$ cat src/rtl/kst_pkg.sv
package kst_pkg;

  // Fixed field widths of the request and response
  localparam int KEY_W    = 32;
  localparam int HANDLE_W = 16;
  localparam int STATUS_W = 3;
  localparam int COUNT_W  = 5;

  // Default sizing
  localparam int DEPTH_DEF       = 16;
  localparam int HANDLE_BITS_DEF = 16;

  typedef enum logic [1:0] {
    MODE_ADD    = 2'd0,
    MODE_REMOVE = 2'd1,
    MODE_POP    = 2'd2,
    MODE_GET    = 2'd3
  } mode_t;

  typedef enum logic [STATUS_W-1:0] {
    ST_OK       = 3'd0,
    ST_PRESENT  = 3'd1,
    ST_NOTFOUND = 3'd2,
    ST_EMPTY    = 3'd3,
    ST_FULL     = 3'd4
  } status_t;

endpackage

$ cat src/rtl/kst_if.sv
interface kst_req_if;
  logic                               valid;
  logic                               ready;
  logic [1:0]                         mode;
  logic signed [kst_pkg::KEY_W-1:0]   key_id;
  logic [kst_pkg::HANDLE_W-1:0]       entry_handle;

  modport source (output valid, output mode, output key_id, output entry_handle,
                  input ready);
  modport sink   (input valid, input mode, input key_id, input entry_handle,
                  output ready);
endinterface

interface kst_rsp_if;
  logic                               valid;
  logic                               ready;
  logic [kst_pkg::STATUS_W-1:0]       status;
  logic signed [kst_pkg::KEY_W-1:0]   result_id;
  logic [kst_pkg::HANDLE_W-1:0]       result_handle;
  logic [kst_pkg::COUNT_W-1:0]        entry_count;

  modport source (output valid, output status, output result_id,
                  output result_handle, output entry_count, input ready);
  modport sink   (input valid, input status, input result_id,
                  input result_handle, input entry_count, output ready);
endinterface

$ cat src/rtl/kst_ram.sv
module kst_ram #(
  parameter int WIDTH = 8,
  parameter int DEPTH = 16
) (
  input  logic                     clk,
  input  logic                     we,
  input  logic [$clog2(DEPTH)-1:0] waddr,
  input  logic [WIDTH-1:0]         wdata,
  input  logic [$clog2(DEPTH)-1:0] raddr,
  output logic [WIDTH-1:0]         rdata
);

  logic [WIDTH-1:0] mem [DEPTH];

  always_ff @(posedge clk) begin
    if (we) begin
      mem[waddr] <= wdata;
    end
    rdata <= mem[raddr];
  end

endmodule

$ cat src/rtl/keyed_set_table.sv
// Channel  Dir  Fields                                              Accepted when
// -------  ---  --------------------------------------------------  -------------------
// req      in   mode, key_id, entry_handle                          req.valid & ready
// rsp      out  status, result_id, result_handle, entry_count       rsp.valid & ready
//
// Entries sit in a RAM with a registered read: each scanned entry takes an
// address step, then a compare step; each entry moved down after a remove takes a
// read step, then a write step; pop reads the last slot. One request at a time.
// rst (synchronous) empties the table; RAM is not cleared. The next request runs
// while a response waits in the output register and holds at its finish till it drains.
module keyed_set_table #(
  parameter int DEPTH       = kst_pkg::DEPTH_DEF,
  parameter int HANDLE_BITS = kst_pkg::HANDLE_BITS_DEF
) (
  input  logic      clk,
  input  logic      rst,
  kst_req_if.sink   req,
  kst_rsp_if.source rsp
);

  localparam int AW  = $clog2(DEPTH);
  localparam int CW  = $clog2(DEPTH + 1);
  localparam int EW  = kst_pkg::KEY_W + HANDLE_BITS;
  localparam int HXW = HANDLE_BITS + kst_pkg::HANDLE_W;
  localparam int CXW = CW + kst_pkg::COUNT_W;

  typedef enum logic [8:0] {
    S_IDLE  = 9'b000000001,
    S_RD    = 9'b000000010,  // issue read of scan slot
    S_CMP   = 9'b000000100,  // compare slot key
    S_APP   = 9'b000001000,  // append new entry
    S_SHRD  = 9'b000010000,  // read entry above the gap
    S_SHWR  = 9'b000100000,  // move it down
    S_POPRD = 9'b001000000,
    S_POPDT = 9'b010000000,
    S_FIN   = 9'b100000000   // hand result to output register
  } state_t;

  state_t state;

  // Request held for the duration of the operation
  kst_pkg::mode_t                op;
  logic [kst_pkg::KEY_W-1:0]     op_key;
  logic [HANDLE_BITS-1:0]        op_handle;

  logic [AW-1:0] idx;
  logic [CW-1:0] count;

  // Result being built
  kst_pkg::status_t              res_status;
  logic [kst_pkg::KEY_W-1:0]     res_id;
  logic [kst_pkg::HANDLE_W-1:0]  res_handle;

  // Output register
  logic                          out_valid;
  kst_pkg::status_t              out_status;
  logic [kst_pkg::KEY_W-1:0]     out_id;
  logic [kst_pkg::HANDLE_W-1:0]  out_handle;
  logic [kst_pkg::COUNT_W-1:0]   out_count;

  // RAM port signals
  logic          ram_we;
  logic [AW-1:0] ram_waddr;
  logic [EW-1:0] ram_wdata;
  logic [AW-1:0] ram_raddr;
  logic [EW-1:0] ram_rdata;

  logic [kst_pkg::KEY_W-1:0]    rd_key;
  logic [HXW-1:0]               rd_handle_ext;
  logic [kst_pkg::HANDLE_W-1:0] rd_handle;
  logic [HXW-1:0]               in_handle_ext;
  logic [CXW-1:0]               count_ext;

  logic          key_hit;
  logic          more_scan;   // another slot left to compare
  logic          more_shift;  // another entry left to move down
  logic          full;

  assign rd_key        = ram_rdata[EW-1 -: kst_pkg::KEY_W];
  assign rd_handle_ext = HXW'(ram_rdata[HANDLE_BITS-1:0]);
  assign rd_handle     = rd_handle_ext[kst_pkg::HANDLE_W-1:0];
  assign in_handle_ext = HXW'(req.entry_handle);
  assign count_ext     = CXW'(count);

  assign key_hit    = (rd_key == op_key);
  assign more_scan  = ((CW + 1)'(idx) + (CW + 1)'(1)) < (CW + 1)'(count);
  assign more_shift = ((CW + 1)'(idx) + (CW + 1)'(2)) < (CW + 1)'(count);
  assign full       = (count == CW'(DEPTH));

  // RAM addressing: scan reads idx, shift reads idx+1, pop reads the last slot
  always_comb begin
    ram_raddr = idx;
    ram_we    = 1'b0;
    ram_waddr = idx;
    ram_wdata = ram_rdata;
    unique case (state)
      S_SHRD:  ram_raddr = AW'((CW + 1)'(idx) + (CW + 1)'(1));
      S_POPRD: ram_raddr = AW'(count - CW'(1));
      S_APP: begin
        ram_we    = 1'b1;
        ram_waddr = AW'(count);
        ram_wdata = {op_key, op_handle};
      end
      S_SHWR:  ram_we = 1'b1;
      default: ram_raddr = idx;
    endcase
  end

  kst_ram #(
    .WIDTH (EW),
    .DEPTH (DEPTH)
  ) u_store (
    .clk   (clk),
    .we    (ram_we),
    .waddr (ram_waddr),
    .wdata (ram_wdata),
    .raddr (ram_raddr),
    .rdata (ram_rdata)
  );

  // Sequencer
  always_ff @(posedge clk) begin
    if (rst) begin
      state <= S_IDLE;
      count <= '0;
    end else begin
      unique case (state)
        S_IDLE: begin
          if (req.valid) begin
            op         <= kst_pkg::mode_t'(req.mode);
            op_key     <= req.key_id;
            op_handle  <= in_handle_ext[HANDLE_BITS-1:0];
            idx        <= '0;
            res_status <= kst_pkg::ST_OK;
            res_id     <= '0;
            res_handle <= '0;
            if (kst_pkg::mode_t'(req.mode) == kst_pkg::MODE_POP) begin
              if (count == '0) begin
                res_status <= kst_pkg::ST_EMPTY;
                state      <= S_FIN;
              end else begin
                state <= S_POPRD;
              end
            end else if (count != '0) begin
              state <= S_RD;
            end else if (kst_pkg::mode_t'(req.mode) == kst_pkg::MODE_ADD) begin
              state <= S_APP;
            end else begin
              res_status <= kst_pkg::ST_NOTFOUND;
              state      <= S_FIN;
            end
          end
        end
        S_RD: state <= S_CMP;
        S_CMP: begin
          if (key_hit) begin
            if (op == kst_pkg::MODE_ADD) begin
              res_status <= kst_pkg::ST_PRESENT;
              state      <= S_FIN;
            end else begin
              res_id     <= rd_key;
              res_handle <= rd_handle;
              if (op == kst_pkg::MODE_REMOVE) begin
                if (more_scan) begin
                  state <= S_SHRD;
                end else begin
                  count <= count - CW'(1);
                  state <= S_FIN;
                end
              end else begin
                state <= S_FIN;
              end
            end
          end else if (more_scan) begin
            idx   <= idx + AW'(1);
            state <= S_RD;
          end else if (op == kst_pkg::MODE_ADD) begin
            if (full) begin
              res_status <= kst_pkg::ST_FULL;
              state      <= S_FIN;
            end else begin
              state <= S_APP;
            end
          end else begin
            res_status <= kst_pkg::ST_NOTFOUND;
            state      <= S_FIN;
          end
        end
        S_APP: begin
          count <= count + CW'(1);
          state <= S_FIN;
        end
        S_SHRD: state <= S_SHWR;
        S_SHWR: begin
          idx <= idx + AW'(1);
          if (more_shift) begin
            state <= S_SHRD;
          end else begin
            count <= count - CW'(1);
            state <= S_FIN;
          end
        end
        S_POPRD: begin
          count <= count - CW'(1);
          state <= S_POPDT;
        end
        S_POPDT: begin
          res_id     <= rd_key;
          res_handle <= rd_handle;
          state      <= S_FIN;
        end
        S_FIN: begin
          if (!out_valid || rsp.ready) begin
            state <= S_IDLE;
          end
        end
        default: state <= S_IDLE;
      endcase
    end
  end

  // Output register: loaded from S_FIN once the previous response is gone
  always_ff @(posedge clk) begin
    if (rst) begin
      out_valid <= 1'b0;
    end else if (state == S_FIN && (!out_valid || rsp.ready)) begin
      out_valid <= 1'b1;
    end else if (rsp.ready) begin
      out_valid <= 1'b0;
    end
  end

  always_ff @(posedge clk) begin
    if (state == S_FIN && (!out_valid || rsp.ready)) begin
      out_status <= res_status;
      out_id     <= res_id;
      out_handle <= res_handle;
      out_count  <= count_ext[kst_pkg::COUNT_W-1:0];
    end
  end

  assign req.ready         = (state == S_IDLE);
  assign rsp.valid         = out_valid;
  assign rsp.status        = out_status;
  assign rsp.result_id     = out_id;
  assign rsp.result_handle = out_handle;
  assign rsp.entry_count   = out_count;

endmodule
$ cat src/flat_wrapper.sv
// flat-port wrapper written by rule: the top's interface ports become plain ports
module keyed_set_table_flat 
#(
  parameter int DEPTH       = kst_pkg::DEPTH_DEF,
  parameter int HANDLE_BITS = kst_pkg::HANDLE_BITS_DEF
)
  (clk, rst, req_valid, req_mode, req_key_id, req_entry_handle, req_ready, rsp_valid, rsp_status, rsp_result_id, rsp_result_handle, rsp_entry_count, rsp_ready);
  kst_req_if req_i ();
  kst_rsp_if rsp_i ();
  input  logic clk;
  input  logic rst;
  input wire logic [$bits(req_i.valid)-1:0] req_valid;
  input wire logic [$bits(req_i.mode)-1:0] req_mode;
  input wire logic [$bits(req_i.key_id)-1:0] req_key_id;
  input wire logic [$bits(req_i.entry_handle)-1:0] req_entry_handle;
  output wire logic [$bits(req_i.ready)-1:0] req_ready;
  output wire logic [$bits(rsp_i.valid)-1:0] rsp_valid;
  output wire logic [$bits(rsp_i.status)-1:0] rsp_status;
  output wire logic [$bits(rsp_i.result_id)-1:0] rsp_result_id;
  output wire logic [$bits(rsp_i.result_handle)-1:0] rsp_result_handle;
  output wire logic [$bits(rsp_i.entry_count)-1:0] rsp_entry_count;
  input wire logic [$bits(rsp_i.ready)-1:0] rsp_ready;
  assign req_i.valid = req_valid;
  assign req_i.mode = req_mode;
  assign req_i.key_id = req_key_id;
  assign req_i.entry_handle = req_entry_handle;
  assign req_ready = req_i.ready;
  assign rsp_valid = rsp_i.valid;
  assign rsp_status = rsp_i.status;
  assign rsp_result_id = rsp_i.result_id;
  assign rsp_result_handle = rsp_i.result_handle;
  assign rsp_entry_count = rsp_i.entry_count;
  assign rsp_i.ready = rsp_ready;
  keyed_set_table #(.DEPTH(DEPTH), .HANDLE_BITS(HANDLE_BITS)) u_core (.clk(clk), .rst(rst), .req(req_i), .rsp(rsp_i));
endmodule
$ cat config.mk
export PLATFORM = sky130hd
export DESIGN_NAME = keyed_set_table_flat
export DESIGN_NICKNAME = d
export VERILOG_FILES = /design/src/rtl/kst_pkg.sv /design/src/rtl/kst_if.sv /design/src/rtl/kst_ram.sv /design/src/rtl/keyed_set_table.sv /design/src/flat_wrapper.sv
export SDC_FILE = /design/constraint.sdc
export NUM_CORES = 1
export LEC_CHECK = 0
export BUFFER_PORTS_ARGS = -buffer_cell sky130_fd_sc_hd__buf_4
export CAP_MARGIN = 40
export CELL_PAD_IN_SITES_DETAIL_PLACEMENT = 0
export CELL_PAD_IN_SITES_GLOBAL_PLACEMENT = 2
export CORE_UTILIZATION = 40
export CTS_CLUSTER_SIZE = 20
export DETAILED_ROUTE_END_ITERATION = 8
export PLACE_DENSITY = 0.68
export SYNTH_ARGS = -nofsm -noshare
export SYNTH_HDL_FRONTEND = slang
export SYNTH_SLANG_ARGS = --single-unit
$ cat constraint.sdc
create_clock -name clk -period 13.2 [get_ports clk]
set_input_delay 2.64 -clock clk [delete_from_list [all_inputs] [get_ports clk]]
set_output_delay 2.64 -clock clk [all_outputs]
set_load 0.005 [all_outputs]
==> qor.yml, run 1 <==
io_pins: 112
slew_violations: 0
start_util_pct: 40.3
grt_overflow: 0
status: "complete, no violations"
critPathCaptureType: "primary output"
drv_cap: 0
fillers: 8256
coreArea_um2: 96600
synth-async-reset-ratio_pct: 0
die_h_um: 314
synth_largest_area_cell: "edfxtp_1"
grt_pass1_vias: 21800
syn_area_um2: 38900
clk-insertion-delay-late_ns: 0.67
cts_buffers: 103
p_switching_mw: 2.41
grt_pass1_wl_um: 149000
multi_input_area_um2: 9130
drive_gt1_share_pct: 13.7
postCtsSetupRepairBufs: 0
r2r-start: "u_core.state[0]"
first_pass_iters: 5
powerDensity_nw_per_um2: 189
critPathMaxFanout: 20
clk_pin_slew_ns: 0.07
avgViaCountPerCell: 5.59
seqPwrFrac_pct: 48.4
ys_seq_area_share_pct: 74.9
post-dp-hpwl_um: 53700
grt_max_degree: 225
synthTopCellsByArea: "edfxtp_1 72%, a211oi_1 7.4%, mux2i_1 5.0%"
fin_util_pct: 46.5
worstSetupEndpoint: "req_ready"
reg2reg_depth: 10
clockBufferDepth: 3
synthCells: 2442
setup_viol: 0
ant_nets: 0
cts_resized: 0
area_growth_syn_to_layout_pct: 15.4
cts_sinks: 992
max_stage_delay_ns: 0.71
wirelength_um: 103000
cts-root-buf: "clkbuf_16"
holdWs_ns: 0.417
period_minus_slack_ns: 5.26
synth_seq_cells: 992
drt_iter0_drc: 2025
finClkSkew_ns: 0.0223
syn_avg_cell_area_um2: 15.9
cp_slowest_cell: "or4_1"
setup_tns_ns: 0
worst-setup-path-type: "reg2out"
gp_congestion: 0.785
timing.final.crit_share_pct: 39.8
synth_enable_flop_cells: 929
hold_viol_final: 0
r2r_end: "u_core.u_store.rdata[26]"
cts_hold_buf: 0
synth.most_common_cell: "edfxtp_1"
route.detailed.drc: 0
synthDistinctLibCells: 57
r2r_slack_ns: 8.80
synthTopCellsByCount: "929 x edfxtp_1, 386 x a211oi_1, 198 x and3_1"
p_comb_share_pct: 18.0
peakVddDrop_mv: 0.116
synth-main-ff-cell: "edfxtp_1"
arrival_ns: 2.62
htree_levels: 3
rows: 114
worst_slack_ns: 7.94
final_nets: 2620
relSlewSlack_pct: 25.8
rsz0062_at_grt: "no"
p_clk_share_pct: 33.7
die_w_um: 314
cts_tree: "done"
yosysWarnings: 0
start_kind: "flip-flop"
vias: 21900
antenna_found_initial: 0
power.internal_mw: 6.08
path_cells: "or4_1, nor2_1, nand3_1, inv_1, buf_4"
power.share.switching_pct: 28.4
synth_top_area_share_pct: 71.7
worstPathRequired_ns: 10.56
dpl_worst_slack_ns: 8.60
die-area_um2: 98600
port_buffers: 111
track_usage_pct: 20.7
wl_per_cell_um: 26.2
p_leak_nw: 16.1
regArea_um2: 29200
fmax_mhz: 190
synth.net_count: 2509
worstMarginPinSlew_ns: 1.11
worstSetupStartpoint: "u_core.state[6]"
hold_class: "reg2reg"
p_total_mw: 8.49
[stage by stage]
step | std cells | cell area, um^2
final | 3917 | 44900
after global routing | 3916 | 44900
after detailed placement | 3724 | 41600
after global placement | 3700 | 41100
after floorplan | 2442 | 38900
after CTS | 3916 | 44900
[logic make-up (layout without fill, tap and decap cells)]
kind of cell | after synthesis | count (layout) | synth area share, %
AO/OA/AOI/OAI | 449 | 449 | 8.54
XOR/XNOR | 40 | 40 | 0.900
adder cells (fa/ha/maj) | 13 | 13 | 0.418
buffers and inverters | 184 | 382 | 2.10
flip-flops | 992 | 992 | 74.9
multiplexers | 194 | 194 | 4.99
other | 0 | 1 | 0
AND/OR/NAND/NOR | 570 | 570 | 8.14
[critical path, delay by kind of cell, from the launching register on]
family / cells / cell delay, ns
and+or+nand+nor: 3 / 1.14
buffers and inverters: 2 / 0.31
DFF: 1 / 0.50
[final cells by class]
type	count	share of cell area, %
sequential	992	64.9
timing repair buffer	180	3.71
clock buffer	137	6.32
inverter	10	0.0836
tap	1276	3.56
antenna	1	0.00557
multi-input combinational	1266	20.3
clock inverter	55	1.06
[power by group through the flow]
| stage | registers, mW | logic [mW] | clock network [mW] |
|---|---|---|---|
| after floorplan | 4.12 | 0.989 | 0 |
| after global placement | 4.17 | 1.46 | 0 |
| after detailed placement | 4.17 | 1.53 | 0 |
| after CTS | 4.11 | 1.53 | 2.91 |
| after global routing | 4.12 | 1.66 | 3.02 |
| final | 4.11 | 1.53 | 2.86 |
[layout by cell type (no fill, tap or decap), types with 8 or more instances in the layout]
cell type / count
clkinv_2: 18
nand4_1: 10
mux2i_1: 193
xnor2_1: 36
clkbuf_1: 24
clkinv_1: 23
and2_1: 53
a31oi_1: 10
dfxtp_1: 63
and3_1: 198
clkbuf_16: 106
bufinv_16: 8
or4_1: 54
ha_1: 13
o21ai_0: 8
edfxtp_1: 929
buf_16: 13
nand2_1: 158
a211oi_1: 386
nor2_4: 18
inv_1: 10
nor3_1: 10
a21oi_1: 16
nor2_1: 23
buf_4: 159
[state kept, by name (all words and copies together), names as in the netlist, 9 cells and up]
| name | count |
|---|---|
| u_core.rsp.result_id | 32 |
| u_core.op_key | 32 |
| u_core.u_store.rdata | 48 |
| u_core.rsp.result_handle | 16 |
| u_core.state | 9 |
| u_core.u_store.mem | 768 |
| u_core.res_id | 32 |
| u_core.res_handle | 16 |
| u_core.op_handle | 16 |
[metal layers]
metal  vias up  track usage, %  wire length, um
met4         0            5.58             2250
met1     11300            29.8            47700
li1       9921               -                -
met5         -               0                0
met2       562            33.1            48200
met3       131            2.74             4440
[how the worst min path moves through the flow]
stage	cells past startpoint	endpoint	startpoint	slack (ns)
final	0	u_core.rsp.result_handle[3]	u_core.res_handle[3]	0.42
after floorplan	0	u_core.rsp.result_handle[0]	u_core.res_handle[0]	0.40
after CTS	0	u_core.rsp.result_handle[3]	u_core.res_handle[3]	0.42
after global placement	0	u_core.rsp.result_handle[8]	u_core.res_handle[8]	0.40
after detailed placement	0	u_core.rsp.result_id[28]	u_core.res_id[28]	0.40
after global routing	0	u_core.rsp.result_id[22]	u_core.res_id[22]	0.42
Power figures use the tool's default switching activity.
==> run 2, diff against run 1 <==
==> constraint.sdc (replaced) <==
create_clock -name clk -period 4.9 [get_ports clk]
set_input_delay 0.98 -clock clk [delete_from_list [all_inputs] [get_ports clk]]
set_output_delay 0.98 -clock clk [all_outputs]
set_load 0.005 [all_outputs]
==> qor.yml, run 2 (synthesized netlist as in run 1, its figures left out) <==
drt_iter0_drc: 2069
coreArea_um2: 96600
clk_pin_slew_ns: 0.06
finClkSkew_ns: 0.0308
status: "complete, no violations"
route.detailed.drc: 0
largest_register_ffs: 768
layout_common_cells: "929 x edfxtp_1, 386 x a211oi_1, 198 x and3_1"
p_clk_share_pct: 33.9
postCtsSetupRepairBufs: 0
critPathMaxFanout: 34
grt_max_degree: 107
design_area_um2: 45200
cts_buffers: 106
relSlewSlack_pct: 33.5
post-dp-hpwl_um: 55900
p_comb_share_pct: 18.3
wl_per_cell_um: 26.0
io_pins: 112
track_usage_pct: 20.7
gp_congestion: 0.774
area_growth_syn_to_layout_pct: 16.1
htree_levels: 3
critPathCaptureType: "flip-flop"
reg2reg_depth: 9
grt_pass1_vias: 22100
drv_cap: 0
r2r-start: "u_core.state[6]"
top_regs: "u_core.u_store.mem x768, u_core.u_store.rdata x48"
ant_nets: 0
cts_hold_buf: 0
p_switching_mw: 6.68
p_leak_nw: 16.3
grt_overflow: 0
hold_class: "reg2reg"
holdWs_ns: 0.402
worst-setup-path-type: "reg2reg"
avgViaCountPerCell: 5.63
r2r_slack_ns: 0.92
drive_gt1_share_pct: 14.4
fillers: 8287
first_pass_iters: 6
final_common_cell: "edfxtp_1"
power.share.switching_pct: 28.8
port_buffers: 111
slew_violations: 0
fin_util_pct: 46.8
regMostFlops: "u_core.u_store.mem"
cts-root-buf: "clkbuf_16"
powerDensity_nw_per_um2: 513
holdPathStages: 0
holdPathEnd: "u_core.rsp.result_id[18]"
worstPathRequired_ns: 5.21
rows: 114
setup_tns_ns: 0
vias: 22100
period_minus_slack_ns: 3.98
die_h_um: 314
timing.final.crit_share_pct: 81.3
r2r_end: "u_core.u_store.mem[15][11]"
peakVddDrop_mv: 0.275
placed_area_um2: 41800
cts_tree: "done"
power.internal_mw: 16.5
min_from: "u_core.res_id[18]"
start_kind: "flip-flop"
antenna_found_initial: 2
fmax_mhz: 251
arrival_ns: 4.29
setup_viol: 0
final_nets: 2629
clockBufferDepth: 3
cts_sinks: 992
clk-insertion-delay-late_ns: 0.69
hold_viol_final: 0
rsz0062_at_grt: "no"
die-area_um2: 98600
die_w_um: 314
wirelength_um: 102000
worstMarginPinSlew_ns: 0.998
grt_pass1_wl_um: 150000
cts_resized: 0
start_util_pct: 40.3
seqPwrFrac_pct: 47.9
## run 2: final cells by class
cell class	instances	area (um^2)	share of cell area (%)
diodes	3	7.51	0.0166
clock buffers	158	3050	6.75
clock inverters	44	380	0.842
inverters	10	37.5	0.0831
multi-input cells	1266	9150	20.2
flip-flops and latches	992	29200	64.5
well taps	1276	1600	3.53
repair buffers	186	1810	4.01
## run 2: worst max path at each step
stage                                      end  slack, ns  cells after the start            start
floorplan            u_core.u_store.mem[12][0]       0.53                      6  u_core.state[5]
global placement    u_core.u_store.mem[11][27]       0.83                      7  u_core.state[6]
detailed placement  u_core.u_store.mem[15][11]       0.98                      9  u_core.state[6]
CTS                 u_core.u_store.mem[15][11]       0.93                      9  u_core.state[6]
global route         u_core.u_store.mem[15][7]       0.68                      9  u_core.state[6]
finish              u_core.u_store.mem[15][11]       0.92                      9  u_core.state[6]
## run 2: power by group through the flow
stage	combinational, mW	clock [mW]	sequential, mW
final	4.24	7.86	11.1
after global routing	4.61	8.33	11.1
after CTS	4.27	8.03	11.1
after detailed placement	4.26	0	11.3
after global placement	4.09	0	11.3
after floorplan	2.67	0	11.1
## run 2: through the flow
stage	setup slack, ns	power, mW	cells
detailed placement	0.978	15.5	3730
global placement	0.829	15.4	3714
finish	0.918	23.2	3935
global route	0.675	24.1	3932
CTS	0.929	23.4	3932
floorplan	0.533	13.7	2442
## run 2: critical path: stages (launching register included)
cell and delay (ns):
dfxtp_1 0.51, or4_1 0.69, nor4_4 0.36, buf_4 0.22
nand2_1 0.08, nor2_1 0.17, a31oi_1 0.06, buf_4 0.21
nor2_4 0.57, buf_4 0.69
## run 2: metal layers
layer	global-route usage [%]	vias to the layer above	wire (um)
li1	-	9943	-
met1	28.6	11400	45800
met2	33.3	593	48500
met3	3.44	159	4940
met4	6.91	2	3010
met5	0	-	13
